File: src/hdl/lrd_pkg.sv
// Shared types and constants for the multistate pattern text decoder.
// Used by the front end, back end, top level and checker; depends on nothing.
package lrd_pkg;

    typedef enum logic [1:0] {
        OP_BEGIN = 2'd0,
        OP_CHAR  = 2'd1,
        OP_END   = 2'd2,
        OP_NOP   = 2'd3
    } t_op;

    typedef struct packed {
        t_op        op;
        logic [7:0] ch;
    } t_in;

    typedef struct packed {
        logic [31:0] cell_x;
        logic [31:0] cell_y;
        logic [23:0] run_length;
        logic [7:0]  cell_state;
    } t_out;

    typedef struct packed {
        logic [31:0] origin_x;
        logic [31:0] origin_y;
        logic [31:0] start_x;
        logic [31:0] start_y;
        logic [8:0]  state_modulus;
    } t_cfg;

    typedef enum logic [2:0] {
        CMD_HOME    = 3'd0,
        CMD_NEWLINE = 3'd1,
        CMD_SKIP    = 3'd2,
        CMD_RUN     = 3'd3,
        CMD_LETTER  = 3'd4
    } t_kind;

    typedef struct packed {
        t_kind      kind;
        logic [8:0] val;
    } t_cmd;

    localparam int CMD_BITS = $bits(t_cmd);

    localparam logic [2:0] CFG_ORIGIN_X = 3'd0;
    localparam logic [2:0] CFG_ORIGIN_Y = 3'd1;
    localparam logic [2:0] CFG_START_X  = 3'd2;
    localparam logic [2:0] CFG_START_Y  = 3'd3;
    localparam logic [2:0] CFG_MODULUS  = 3'd4;

    localparam logic [8:0] MODULUS_RESET = 9'd2;

    localparam logic [7:0] CH_NUL    = 8'h00;
    localparam logic [7:0] CH_TAB    = 8'h09;
    localparam logic [7:0] CH_NL     = 8'h0A;
    localparam logic [7:0] CH_CR     = 8'h0D;
    localparam logic [7:0] CH_SP     = 8'h20;
    localparam logic [7:0] CH_DOLLAR = 8'h24;
    localparam logic [7:0] CH_DOT    = 8'h2E;
    localparam logic [7:0] CH_ZERO   = 8'h30;
    localparam logic [7:0] CH_NINE   = 8'h39;
    localparam logic [7:0] CH_A      = 8'h41;
    localparam logic [7:0] CH_X      = 8'h58;
    localparam logic [7:0] CH_B      = 8'h62;
    localparam logic [7:0] CH_O      = 8'h6F;
    localparam logic [7:0] CH_P      = 8'h70;
    localparam logic [7:0] CH_Y      = 8'h79;

    localparam logic [7:0] PREFIX_STEP = 8'd24;
    localparam logic [8:0] LETTER_BASE = 9'd64;
    localparam logic [3:0] RADIX       = 4'd10;
    localparam logic [31:0] RUN_MAX    = 32'h00FF_FFFF;
    localparam logic [3:0] MOD_STEPS   = 4'd8;

endpackage

File: src/hdl/lrd_front.sv
// Front end: parses one text beat per cycle while the beat is accepted, keeps count, prefix and halt state.
// Pushes home, cursor, run and state-letter commands to the queue. Depends on lrd_pkg.
module lrd_front #(
    parameter int COUNT_BITS = 24
) (
    input  logic                  i_clk,
    input  logic                  i_rst_n,
    input  logic                  i_accept,
    input  lrd_pkg::t_in          i_item,
    output logic                  o_push,
    output lrd_pkg::t_cmd         o_cmd,
    output logic [COUNT_BITS-1:0] o_count
);
    import lrd_pkg::*;

    localparam logic [COUNT_BITS-1:0] COUNT_MAX = '1;

    logic [COUNT_BITS-1:0] r_pend, n_pend;
    logic [7:0]            r_off, n_off;
    logic                  r_pfx, n_pfx;
    logic                  r_halt, n_halt;

    logic [COUNT_BITS+3:0] prod;
    logic [COUNT_BITS-1:0] cnt;
    logic [7:0]            ch;
    logic [15:0]           off_prod;

    assign ch       = i_item.ch;
    assign cnt      = (r_pend == '0) ? COUNT_BITS'(1) : r_pend;
    assign prod     = {4'd0, r_pend} * (COUNT_BITS+4)'(RADIX)
                    + (COUNT_BITS+4)'(ch - CH_ZERO);
    assign off_prod = PREFIX_STEP * (ch - CH_O);
    assign o_count  = cnt;

    always_comb begin
        n_pend    = r_pend;
        n_off     = r_off;
        n_pfx     = r_pfx;
        n_halt    = r_halt;
        o_push    = 1'b0;
        o_cmd     = '{kind: CMD_SKIP, val: '0};
        if (i_accept) begin
            if (i_item.op == OP_BEGIN) begin
                n_pend   = '0;
                n_off    = '0;
                n_pfx    = 1'b0;
                n_halt   = 1'b0;
                o_push   = 1'b1;
                o_cmd.kind = CMD_HOME;
            end else if (i_item.op == OP_END || (i_item.op == OP_CHAR && ch == CH_NUL)) begin
                n_pend = '0;
                n_off  = '0;
                n_pfx  = 1'b0;
                n_halt = 1'b0;
            end else if (i_item.op == OP_CHAR && !r_halt) begin
                if (r_pfx) begin
                    n_pend = '0;
                    n_off  = '0;
                    n_pfx  = 1'b0;
                    if (ch >= CH_A && ch <= CH_X) begin
                        o_push     = 1'b1;
                        o_cmd.kind = CMD_LETTER;
                        o_cmd.val  = 9'(ch) - LETTER_BASE + 9'(r_off);
                    end else begin
                        n_halt = 1'b1;
                    end
                end else begin
                    case (ch) inside
                        [CH_ZERO:CH_NINE]: begin
                            n_pend = (prod[COUNT_BITS+3:COUNT_BITS] != 4'd0)
                                   ? COUNT_MAX : prod[COUNT_BITS-1:0];
                        end
                        [CH_P:CH_Y]: begin
                            n_pfx = 1'b1;
                            n_off = off_prod[7:0];
                        end
                        CH_DOLLAR: begin
                            n_pend     = '0;
                            o_push     = 1'b1;
                            o_cmd.kind = CMD_NEWLINE;
                        end
                        CH_DOT, CH_B: begin
                            n_pend     = '0;
                            o_push     = 1'b1;
                            o_cmd.kind = CMD_SKIP;
                        end
                        CH_O: begin
                            n_pend     = '0;
                            o_push     = 1'b1;
                            o_cmd.kind = CMD_RUN;
                        end
                        CH_NL, CH_TAB, CH_SP, CH_CR: begin
                            n_pend = '0;
                        end
                        [CH_A:CH_X]: begin
                            n_pend     = '0;
                            o_push     = 1'b1;
                            o_cmd.kind = CMD_LETTER;
                            o_cmd.val  = 9'(ch) - LETTER_BASE;
                        end
                        default: begin
                            n_pend = '0;
                            n_halt = 1'b1;
                        end
                    endcase
                end
            end
        end
    end

    always_ff @(posedge i_clk) begin
        if (!i_rst_n) begin
            r_pend <= '0;
            r_off  <= '0;
            r_pfx  <= 1'b0;
            r_halt <= 1'b0;
        end else begin
            r_pend <= n_pend;
            r_off  <= n_off;
            r_pfx  <= n_pfx;
            r_halt <= n_halt;
        end
    end

endmodule

File: src/hdl/lrd_queue.sv
// Two-entry command queue between front end and back end.
// Generic width; depends on nothing.
module lrd_queue #(
    parameter int W = 16
) (
    input  logic         i_clk,
    input  logic         i_rst_n,
    input  logic         i_push,
    input  logic [W-1:0] i_data,
    output logic         o_full,
    input  logic         i_pop,
    output logic         o_valid,
    output logic [W-1:0] o_data
);
    logic [W-1:0] r_mem [2];
    logic         r_wr, r_rd;
    logic [1:0]   r_cnt;

    assign o_full  = (r_cnt == 2'd2);
    assign o_valid = (r_cnt != 2'd0);
    assign o_data  = r_mem[r_rd];

    always_ff @(posedge i_clk) begin
        if (i_push) begin
            r_mem[r_wr] <= i_data;
        end
    end

    always_ff @(posedge i_clk) begin
        if (!i_rst_n) begin
            r_wr  <= 1'b0;
            r_rd  <= 1'b0;
            r_cnt <= 2'd0;
        end else begin
            if (i_push) begin
                r_wr <= ~r_wr;
            end
            if (i_pop) begin
                r_rd <= ~r_rd;
            end
            r_cnt <= r_cnt + 2'(i_push) - 2'(i_pop);
        end
    end

endmodule

File: src/hdl/lrd_back.sv
// Back end: owns the cursor, reduces letter states and drives the result register.
// Depends on lrd_pkg.
module lrd_back #(
    parameter int COUNT_BITS = 24
) (
    input  logic                  i_clk,
    input  logic                  i_rst_n,
    input  lrd_pkg::t_cfg         i_cfg,
    input  logic                  i_q_valid,
    input  lrd_pkg::t_cmd         i_cmd,
    input  logic [COUNT_BITS-1:0] i_count,
    output logic                  o_pop,
    output logic                  o_out_valid,
    output lrd_pkg::t_out         o_out,
    input  logic                  i_out_stall
);
    import lrd_pkg::*;

    typedef enum logic [2:0] {
        ST_IDLE = 3'b001,
        ST_MOD  = 3'b010,
        ST_DONE = 3'b100
    } t_state;

    t_state                r_state, n_state;
    logic [31:0]           r_cx, n_cx;
    logic [31:0]           r_cy, n_cy;
    logic [COUNT_BITS-1:0] r_n, n_n;
    logic [8:0]            r_rem, n_rem;
    logic [3:0]            r_step, n_step;
    logic                  r_out_valid, n_out_valid;
    t_out                  r_out, n_out;

    logic        out_free;
    logic [31:0] in_n32, r_n32;
    logic [16:0] trial;

    function automatic logic [23:0] sat_run(input logic [31:0] n);
        sat_run = (n > RUN_MAX) ? RUN_MAX[23:0] : n[23:0];
    endfunction

    assign out_free    = !r_out_valid || !i_out_stall;
    assign in_n32      = 32'(i_count);
    assign r_n32       = 32'(r_n);
    assign trial       = 17'(i_cfg.state_modulus) << r_step;
    assign o_out_valid = r_out_valid;
    assign o_out       = r_out;

    always_comb begin
        n_state     = r_state;
        n_cx        = r_cx;
        n_cy        = r_cy;
        n_n         = r_n;
        n_rem       = r_rem;
        n_step      = r_step;
        n_out       = r_out;
        n_out_valid = r_out_valid && i_out_stall;
        o_pop       = 1'b0;
        unique case (r_state)
            ST_IDLE: begin
                if (i_q_valid) begin
                    unique case (i_cmd.kind)
                        CMD_HOME: begin
                            o_pop = 1'b1;
                            n_cx  = i_cfg.start_x;
                            n_cy  = i_cfg.start_y;
                        end
                        CMD_NEWLINE: begin
                            o_pop = 1'b1;
                            n_cx  = i_cfg.start_x;
                            n_cy  = r_cy + in_n32;
                        end
                        CMD_SKIP: begin
                            o_pop = 1'b1;
                            n_cx  = r_cx + in_n32;
                        end
                        CMD_RUN: begin
                            if (out_free) begin
                                o_pop                = 1'b1;
                                n_out_valid          = 1'b1;
                                n_out.cell_x         = i_cfg.origin_x + r_cx;
                                n_out.cell_y         = i_cfg.origin_y + r_cy;
                                n_out.run_length     = sat_run(in_n32);
                                n_out.cell_state     = 8'd1;
                                n_cx                 = r_cx + in_n32;
                            end
                        end
                        CMD_LETTER: begin
                            o_pop   = 1'b1;
                            n_n     = i_count;
                            n_rem   = i_cmd.val;
                            n_step  = MOD_STEPS;
                            n_state = (i_cfg.state_modulus == 9'd0) ? ST_DONE : ST_MOD;
                        end
                        default: begin
                            o_pop = 1'b1;
                        end
                    endcase
                end
            end
            ST_MOD: begin
                if (17'(r_rem) >= trial) begin
                    n_rem = 9'(17'(r_rem) - trial);
                end
                if (r_step == 4'd0) begin
                    n_state = ST_DONE;
                end else begin
                    n_step = r_step - 4'd1;
                end
            end
            ST_DONE: begin
                if (r_rem[7:0] == 8'd0) begin
                    n_cx    = r_cx + r_n32;
                    n_state = ST_IDLE;
                end else if (out_free) begin
                    n_out_valid      = 1'b1;
                    n_out.cell_x     = i_cfg.origin_x + r_cx;
                    n_out.cell_y     = i_cfg.origin_y + r_cy;
                    n_out.run_length = sat_run(r_n32);
                    n_out.cell_state = r_rem[7:0];
                    n_cx             = r_cx + r_n32;
                    n_state          = ST_IDLE;
                end
            end
            default: begin
                n_state = ST_IDLE;
            end
        endcase
    end

    always_ff @(posedge i_clk) begin
        if (!i_rst_n) begin
            r_state     <= ST_IDLE;
            r_cx        <= '0;
            r_cy        <= '0;
            r_out_valid <= 1'b0;
        end else begin
            r_state     <= n_state;
            r_cx        <= n_cx;
            r_cy        <= n_cy;
            r_out_valid <= n_out_valid;
        end
    end

    always_ff @(posedge i_clk) begin
        r_n    <= n_n;
        r_rem  <= n_rem;
        r_step <= n_step;
        r_out  <= n_out;
    end

endmodule

File: src/hdl/life_rle_pattern_decoder.sv
// Top level of the multistate pattern text decoder: config registers, front end,
// command queue and back end. Depends on lrd_pkg, lrd_front, lrd_queue, lrd_back.
//
//   channel  | direction | handshake              | payload
//   ---------+-----------+------------------------+---------------------
//   in       | input     | i_in_valid / o_in_stall | lrd_pkg::t_in
//   out      | output    | o_out_valid / i_out_stall | lrd_pkg::t_out
//   cfg      | input     | i_cfg_valid / o_cfg_ready | i_cfg_index, i_cfg_data
//
// One text beat is parsed per cycle; the front end stalls only while the
// two-entry command queue is full. The back end executes cursor and 'o' commands
// as it pops them ('o' waits under a held result); a state letter passes issue,
// 9 restoring subtract steps and finish; a zero modulus skips the steps.
// Reset is synchronous; a result waits in the output register under stall
// while new beats keep entering the queue.
module life_rle_pattern_decoder #(
    parameter int COUNT_BITS = 24
) (
    input  logic          i_clk,
    input  logic          i_rst_n,
    input  logic          i_in_valid,
    output logic          o_in_stall,
    input  lrd_pkg::t_in  i_in,
    output logic          o_out_valid,
    input  logic          i_out_stall,
    output lrd_pkg::t_out o_out,
    input  logic          i_cfg_valid,
    output logic          o_cfg_ready,
    input  logic [2:0]    i_cfg_index,
    input  logic [31:0]   i_cfg_data
);
    import lrd_pkg::*;

    localparam int QW = CMD_BITS + COUNT_BITS;

    t_cfg                  r_cfg;
    logic                  accept;
    logic                  push, pop, q_full, q_valid;
    t_cmd                  f_cmd, b_cmd;
    logic [COUNT_BITS-1:0] f_count, b_count;
    logic [QW-1:0]         q_out;

    assign o_cfg_ready = 1'b1;
    assign o_in_stall  = q_full;
    assign accept      = i_in_valid && !q_full;
    assign b_cmd       = t_cmd'(q_out[QW-1:COUNT_BITS]);
    assign b_count     = q_out[COUNT_BITS-1:0];

    always_ff @(posedge i_clk) begin
        if (!i_rst_n) begin
            r_cfg <= '{origin_x: '0, origin_y: '0, start_x: '0, start_y: '0,
                       state_modulus: MODULUS_RESET};
        end else if (i_cfg_valid) begin
            case (i_cfg_index)
                CFG_ORIGIN_X: r_cfg.origin_x      <= i_cfg_data;
                CFG_ORIGIN_Y: r_cfg.origin_y      <= i_cfg_data;
                CFG_START_X:  r_cfg.start_x       <= i_cfg_data;
                CFG_START_Y:  r_cfg.start_y       <= i_cfg_data;
                CFG_MODULUS:  r_cfg.state_modulus <= i_cfg_data[8:0];
                default: ;
            endcase
        end
    end

    lrd_front #(.COUNT_BITS(COUNT_BITS)) u_front (
        .i_clk    (i_clk),
        .i_rst_n  (i_rst_n),
        .i_accept (accept),
        .i_item   (i_in),
        .o_push   (push),
        .o_cmd    (f_cmd),
        .o_count  (f_count)
    );

    lrd_queue #(.W(QW)) u_queue (
        .i_clk   (i_clk),
        .i_rst_n (i_rst_n),
        .i_push  (push),
        .i_data  ({f_cmd, f_count}),
        .o_full  (q_full),
        .i_pop   (pop),
        .o_valid (q_valid),
        .o_data  (q_out)
    );

    lrd_back #(.COUNT_BITS(COUNT_BITS)) u_back (
        .i_clk       (i_clk),
        .i_rst_n     (i_rst_n),
        .i_cfg       (r_cfg),
        .i_q_valid   (q_valid),
        .i_cmd       (b_cmd),
        .i_count     (b_count),
        .o_pop       (pop),
        .o_out_valid (o_out_valid),
        .o_out       (o_out),
        .i_out_stall (i_out_stall)
    );

endmodule

File: config.mk
export PLATFORM = sky130hd
export DESIGN_NAME = life_rle_pattern_decoder
export DESIGN_NICKNAME = d
export VERILOG_FILES = /design/src/hdl/lrd_pkg.sv /design/src/hdl/lrd_front.sv /design/src/hdl/lrd_queue.sv /design/src/hdl/lrd_back.sv /design/src/hdl/life_rle_pattern_decoder.sv
export SDC_FILE = /design/constraint.sdc
export NUM_CORES = 1
export LEC_CHECK = 0
export BUFFER_PORTS_ARGS = -buffer_cell sky130_fd_sc_hd__buf_4
export CORE_ASPECT_RATIO = 0.9
export CORE_MARGIN = 2
export CORE_UTILIZATION = 42
export CTS_BUF_LIST = sky130_fd_sc_hd__clkbuf_8
export CTS_CLUSTER_SIZE = 28
export DETAILED_ROUTE_END_ITERATION = 16
export GPL_ROUTABILITY_DRIVEN = 0
export HOLD_SLACK_MARGIN = 0.05
export PLACE_DENSITY = 0.68
export SYNTH_ARGS = -nofsm -noshare
export SYNTH_HDL_FRONTEND = slang
export SYNTH_SLANG_ARGS = --single-unit
File: constraint.sdc
create_clock -name i_clk -period 15.4 [get_ports i_clk]
set_input_delay 4.62 -clock i_clk [delete_from_list [all_inputs] [get_ports i_clk]]
set_output_delay 4.62 -clock i_clk [all_outputs]
set_load 0.02 [all_outputs]
==> impl_metrics.json <==
{
  "synth_fa_ha_area_share_pct": 11.42,
  "holdPathEnd": "r_cfg[57]",
  "finalSetupViolCount": 0,
  "nNetsFinal": 3516,
  "use_met1_pct": 32.05,
  "synthDistinctLibCells": 79,
  "wirelength_um": 76090,
  "cts_tree": "built",
  "vias": 23354,
  "synth-xor-area-share_pct": 5.745,
  "clockBufferDepth": 3,
  "post-route-drc-count": 0,
  "use_met2_pct": 32.62,
  "worstPathArrival_ns": 9.08,
  "leakage_uw": 0.01291,
  "htreeDepth": 3,
  "drive_above_1_share_pct": 10.54,
  "finalCritPeriodShare_pct": 55.31,
  "final_core_util_pct": 47.81,
  "hpwl_um": 55690,
  "drt_pre_antenna_iters": 7,
  "pwr-share-clk_pct": 26.4,
  "synthMuxAreaShare_pct": 2.002,
  "worstMarginPinSlew_ns": 1.179,
  "worstSetupEndpointType": "flip-flop",
  "syn-instance-count": 3128,
  "internal_power_uw": 2589,
  "criticalPathCategory": "primary input to flip-flop",
  "synth-edff-count": 205,
  "synth_top_family_by_area": "compound AO/OA/AOI/OAI gates",
  "power_density_mw_per_mm2": 133.8,
  "ys_seq_elements": 446,
  "path_clk_slew_ns": 0.06,
  "fmaxAchievable_mhz": 117.4,
  "rows": 88,
  "min-delay-path-class": "flip-flop to flip-flop",
  "dieArea_sq_mm": 0.06740,
  "hold_viol_final": 0,
  "hold_slack_ns": 0.4520,
  "dieHeight_um": 246.5,
  "cts_hold_buf": 0,
  "wire_per_inst_um": 18.38,
  "slew_headroom_pct": 21.32,
  "routed_via_density": 5.641,
  "tns_ns": 0,
  "slew_violations": 0,
  "antenna_found_initial": 1,
  "fp.dieW_um": 273.4,
  "p_sw_share_pct": 37.17,
  "path_max_fanout": 23,
  "root_buffer": "clkbuf_8",
  "io_buffers": 147,
  "drtAntennaViolNets": 0,
  "ys_warn_count": 0,
  "hold_start": "r_cfg[57]",
  "grt_util_met3_pct": 4.103,
  "vdd_drop_max_v": 0.0001109,
  "cts_resized": 0,
  "worstReg2RegStart": "u_front.r_pend[1]",
  "synth-simple-area-share_pct": 16.93,
  "avgSynthCellArea_sq_um": 8.772,
  "grt_pass1_wl_um": 118000,
  "synth_compound_area_share_pct": 20.40,
  "clk_latency_ns": 0.67,
  "fin_crit_ns": 8.518,
  "cts_inserted_buffers": 75,
  "p_sw_uw": 1531,
  "top_usage_layer": "met2",
  "reg2reg_to": "u_front.r_pend[12]",
  "pin_count": 149,
  "r2r_slack_ns": 9.14,
  "crit_path_start_kind": "primary input",
  "ff2ff_path_depth": 21,
  "syn-num-nets": 3423,
  "grt_max_degree": 79,
  "initial_utilization_pct": 42.60,
  "clock-sinks": 446,
  "final.setup_skew_ns": 0.02729,
  "rsz0062_at_grt": "false",
  "synthArstFlopShare_pct": 0,
  "hold_path_depth": 2,
  "grt_pass1_vias": 21388,
  "synth_seq_area_share_pct": 40.02,
  "syn_area_sq_mm": 0.02744,
  "grt_usage_pct": 22.09,
  "coreArea_sq_mm": 0.06441,
  "synth_ff_type": "dfxtp_1",
  "critical_path_required_ns": 15.96,
  "status": "complete, no violations",
  "initialDrtViolationCount": 1905,
  "area_delta_synth_final_pct": 12.23,
  "postCtsSetupBuffers": 0,
  "combPwrFrac_pct": 34.2,
  "seqPwrFrac_pct": 39.4,
  "drv_cap": 0,
  "grt_overflow": 0
}
==> area by class of cell <==
type | count | area (sq um)
Multi-Input combinational cell | 2433 | 15560
Antenna cell | 1 | 2.502
Clock buffer | 85 | 1170
Sequential cell | 446 | 10980
Inverter | 92 | 350.3
Tap cell | 855 | 1070
Clock inverter | 55 | 365.4
Timing Repair Buffer | 173 | 1299
Fill cell | 6149 | 33620
==> worst max-delay path by stage <==
stage / startpoint / endpoint
3_5_place_dp: i_in[7] / u_front.r_pend[12]
5_1_grt: i_in[7] / u_front.r_pend[12]
6_report: i_in[7] / u_front.r_pend[12]
4_1_cts: i_in[7] / u_front.r_pend[12]
3_3_place_gp: i_in[7] / u_front.r_pend[12]
2_1_floorplan: i_in[7] / u_front.r_pend[12]
==> flip-flops by register name, indices dropped and copies added, names as in the netlist, named ones only <==
| signal | flops |
|---|---|
| u_back.o_out_valid | 1 |
| u_front.r_pend | 24 |
| u_queue.r_wr | 1 |
| u_front.r_pfx | 1 |
| u_back.r_rem | 9 |
| u_back.r_step | 4 |
| u_front.r_off | 5 |
| u_back.r_n | 24 |
| u_back.r_state | 3 |
| r_cfg | 137 |
| u_back.r_cx | 32 |
| u_queue.r_rd | 1 |
| u_back.o_out | 96 |
| u_back.r_cy | 32 |
| u_queue.r_cnt | 2 |
| u_front.r_halt | 1 |
| u_queue.r_mem | 72 |
==> routing by layer <==
metal | wire, um | vias up | part of all wire (%)
met5 | 0 | - | 0
met4 | 2053 | 0 | 2.7
met3 | 6466 | 112 | 8.5
met2 | 31840 | 871 | 42
met1 | 35730 | 10906 | 47
li1 | - | 11465 | -
==> worst max-delay path, cell delays in order <==
cell	delay [ns]
buf_4	0.12
inv_1	0.14
ha_1	0.35
nor2b_1	0.20
buf_4	0.29
ha_1	0.33
a21o_1	0.20
a31o_2	0.22
nor4_1	0.22
a21oi_1	0.13
o211ai_1	0.36
o21ai_0	0.19
xnor2_1	0.15
or4_1	0.85
or3_1	0.49
a22o_1	0.20
==> power by group through the flow <==
stage / sequential [uW] / clock (uW) / combinational (uW)
6_report: 1620 / 1090 / 1410
2_1_floorplan: 1780 / 0 / 764
5_1_grt: 1640 / 1160 / 1530
3_3_place_gp: 1650 / 0 / 1390
3_5_place_dp: 1650 / 0 / 1400
4_1_cts: 1630 / 1110 / 1400
==> synthesized netlist by cell type, types with 27 or more instances <==
| master | instances | share of area [%] |
|---|---|---|
| clkbuf_1 | 144 | 2.0 |
| edfxtp_1 | 205 | 22 |
| mux2_2 | 27 | 1.1 |
| o21ai_0 | 167 | 3.0 |
| nand2_1 | 478 | 6.5 |
| nor2_1 | 237 | 3.2 |
| o211ai_1 | 41 | 1.1 |
| dfxtp_1 | 241 | 18 |
| ha_1 | 236 | 11 |
| o21a_1 | 29 | 0.79 |
| nand3_1 | 67 | 1.2 |
| xnor2_1 | 125 | 4.0 |
| a211oi_1 | 36 | 0.98 |
| nor2b_1 | 28 | 0.64 |
| a21oi_1 | 370 | 6.7 |
| nand2b_1 | 28 | 0.64 |
| a21o_1 | 89 | 2.4 |
| xor2_1 | 55 | 1.8 |
| and3_1 | 35 | 0.80 |
| nor3_1 | 53 | 0.97 |
| inv_1 | 91 | 1.2 |
==> logic make-up (layout without fill, tap and decap cells) <==
family          after synthesis  after routing
simple gates               1044           1044
compound gates              912            912
flops                       446            446
buf+inv                     249            405
fa+ha+maj                   245            245
xor+xnor                    180            180
mux                          51             51
other cells                   1              2
==> cell usage in the layout, fill, tap and decap left out, drive strengths merged, types with 17 or more instances in the layout <==
cell type	count
a21o	89
o21ai	172
and3	35
o21bai	24
o31ai	17
nand2	478
nor2	237
ha	236
mux2i	23
edfxtp	205
nor4	18
nand3	67
o221ai	19
nand2b	28
buf	173
nor3	53
clkbuf	85
mux2	28
nor2b	28
a21oi	370
xnor2	125
nand4	22
dfxtp	241
a31oi	23
o211ai	41
inv	115
o21a	29
and2	23
xor2	55
a211oi	37
clkinv	23
==> metrics by stage <==
step | cell area [sq um] | setup WS [ns] | total power (uW) | instances
after floorplan | 27440 | 6.441 | 2542 | 3128
after global placement | 29260 | 6.333 | 3036 | 3999
after detailed placement | 29260 | 6.313 | 3041 | 3999
after CTS | 30790 | 7.030 | 4138 | 4139
after global routing | 30800 | 6.714 | 4333 | 4140
final | 30800 | 6.882 | 4120 | 4140
No activity file was read; power rests on OpenSTA's default activity.
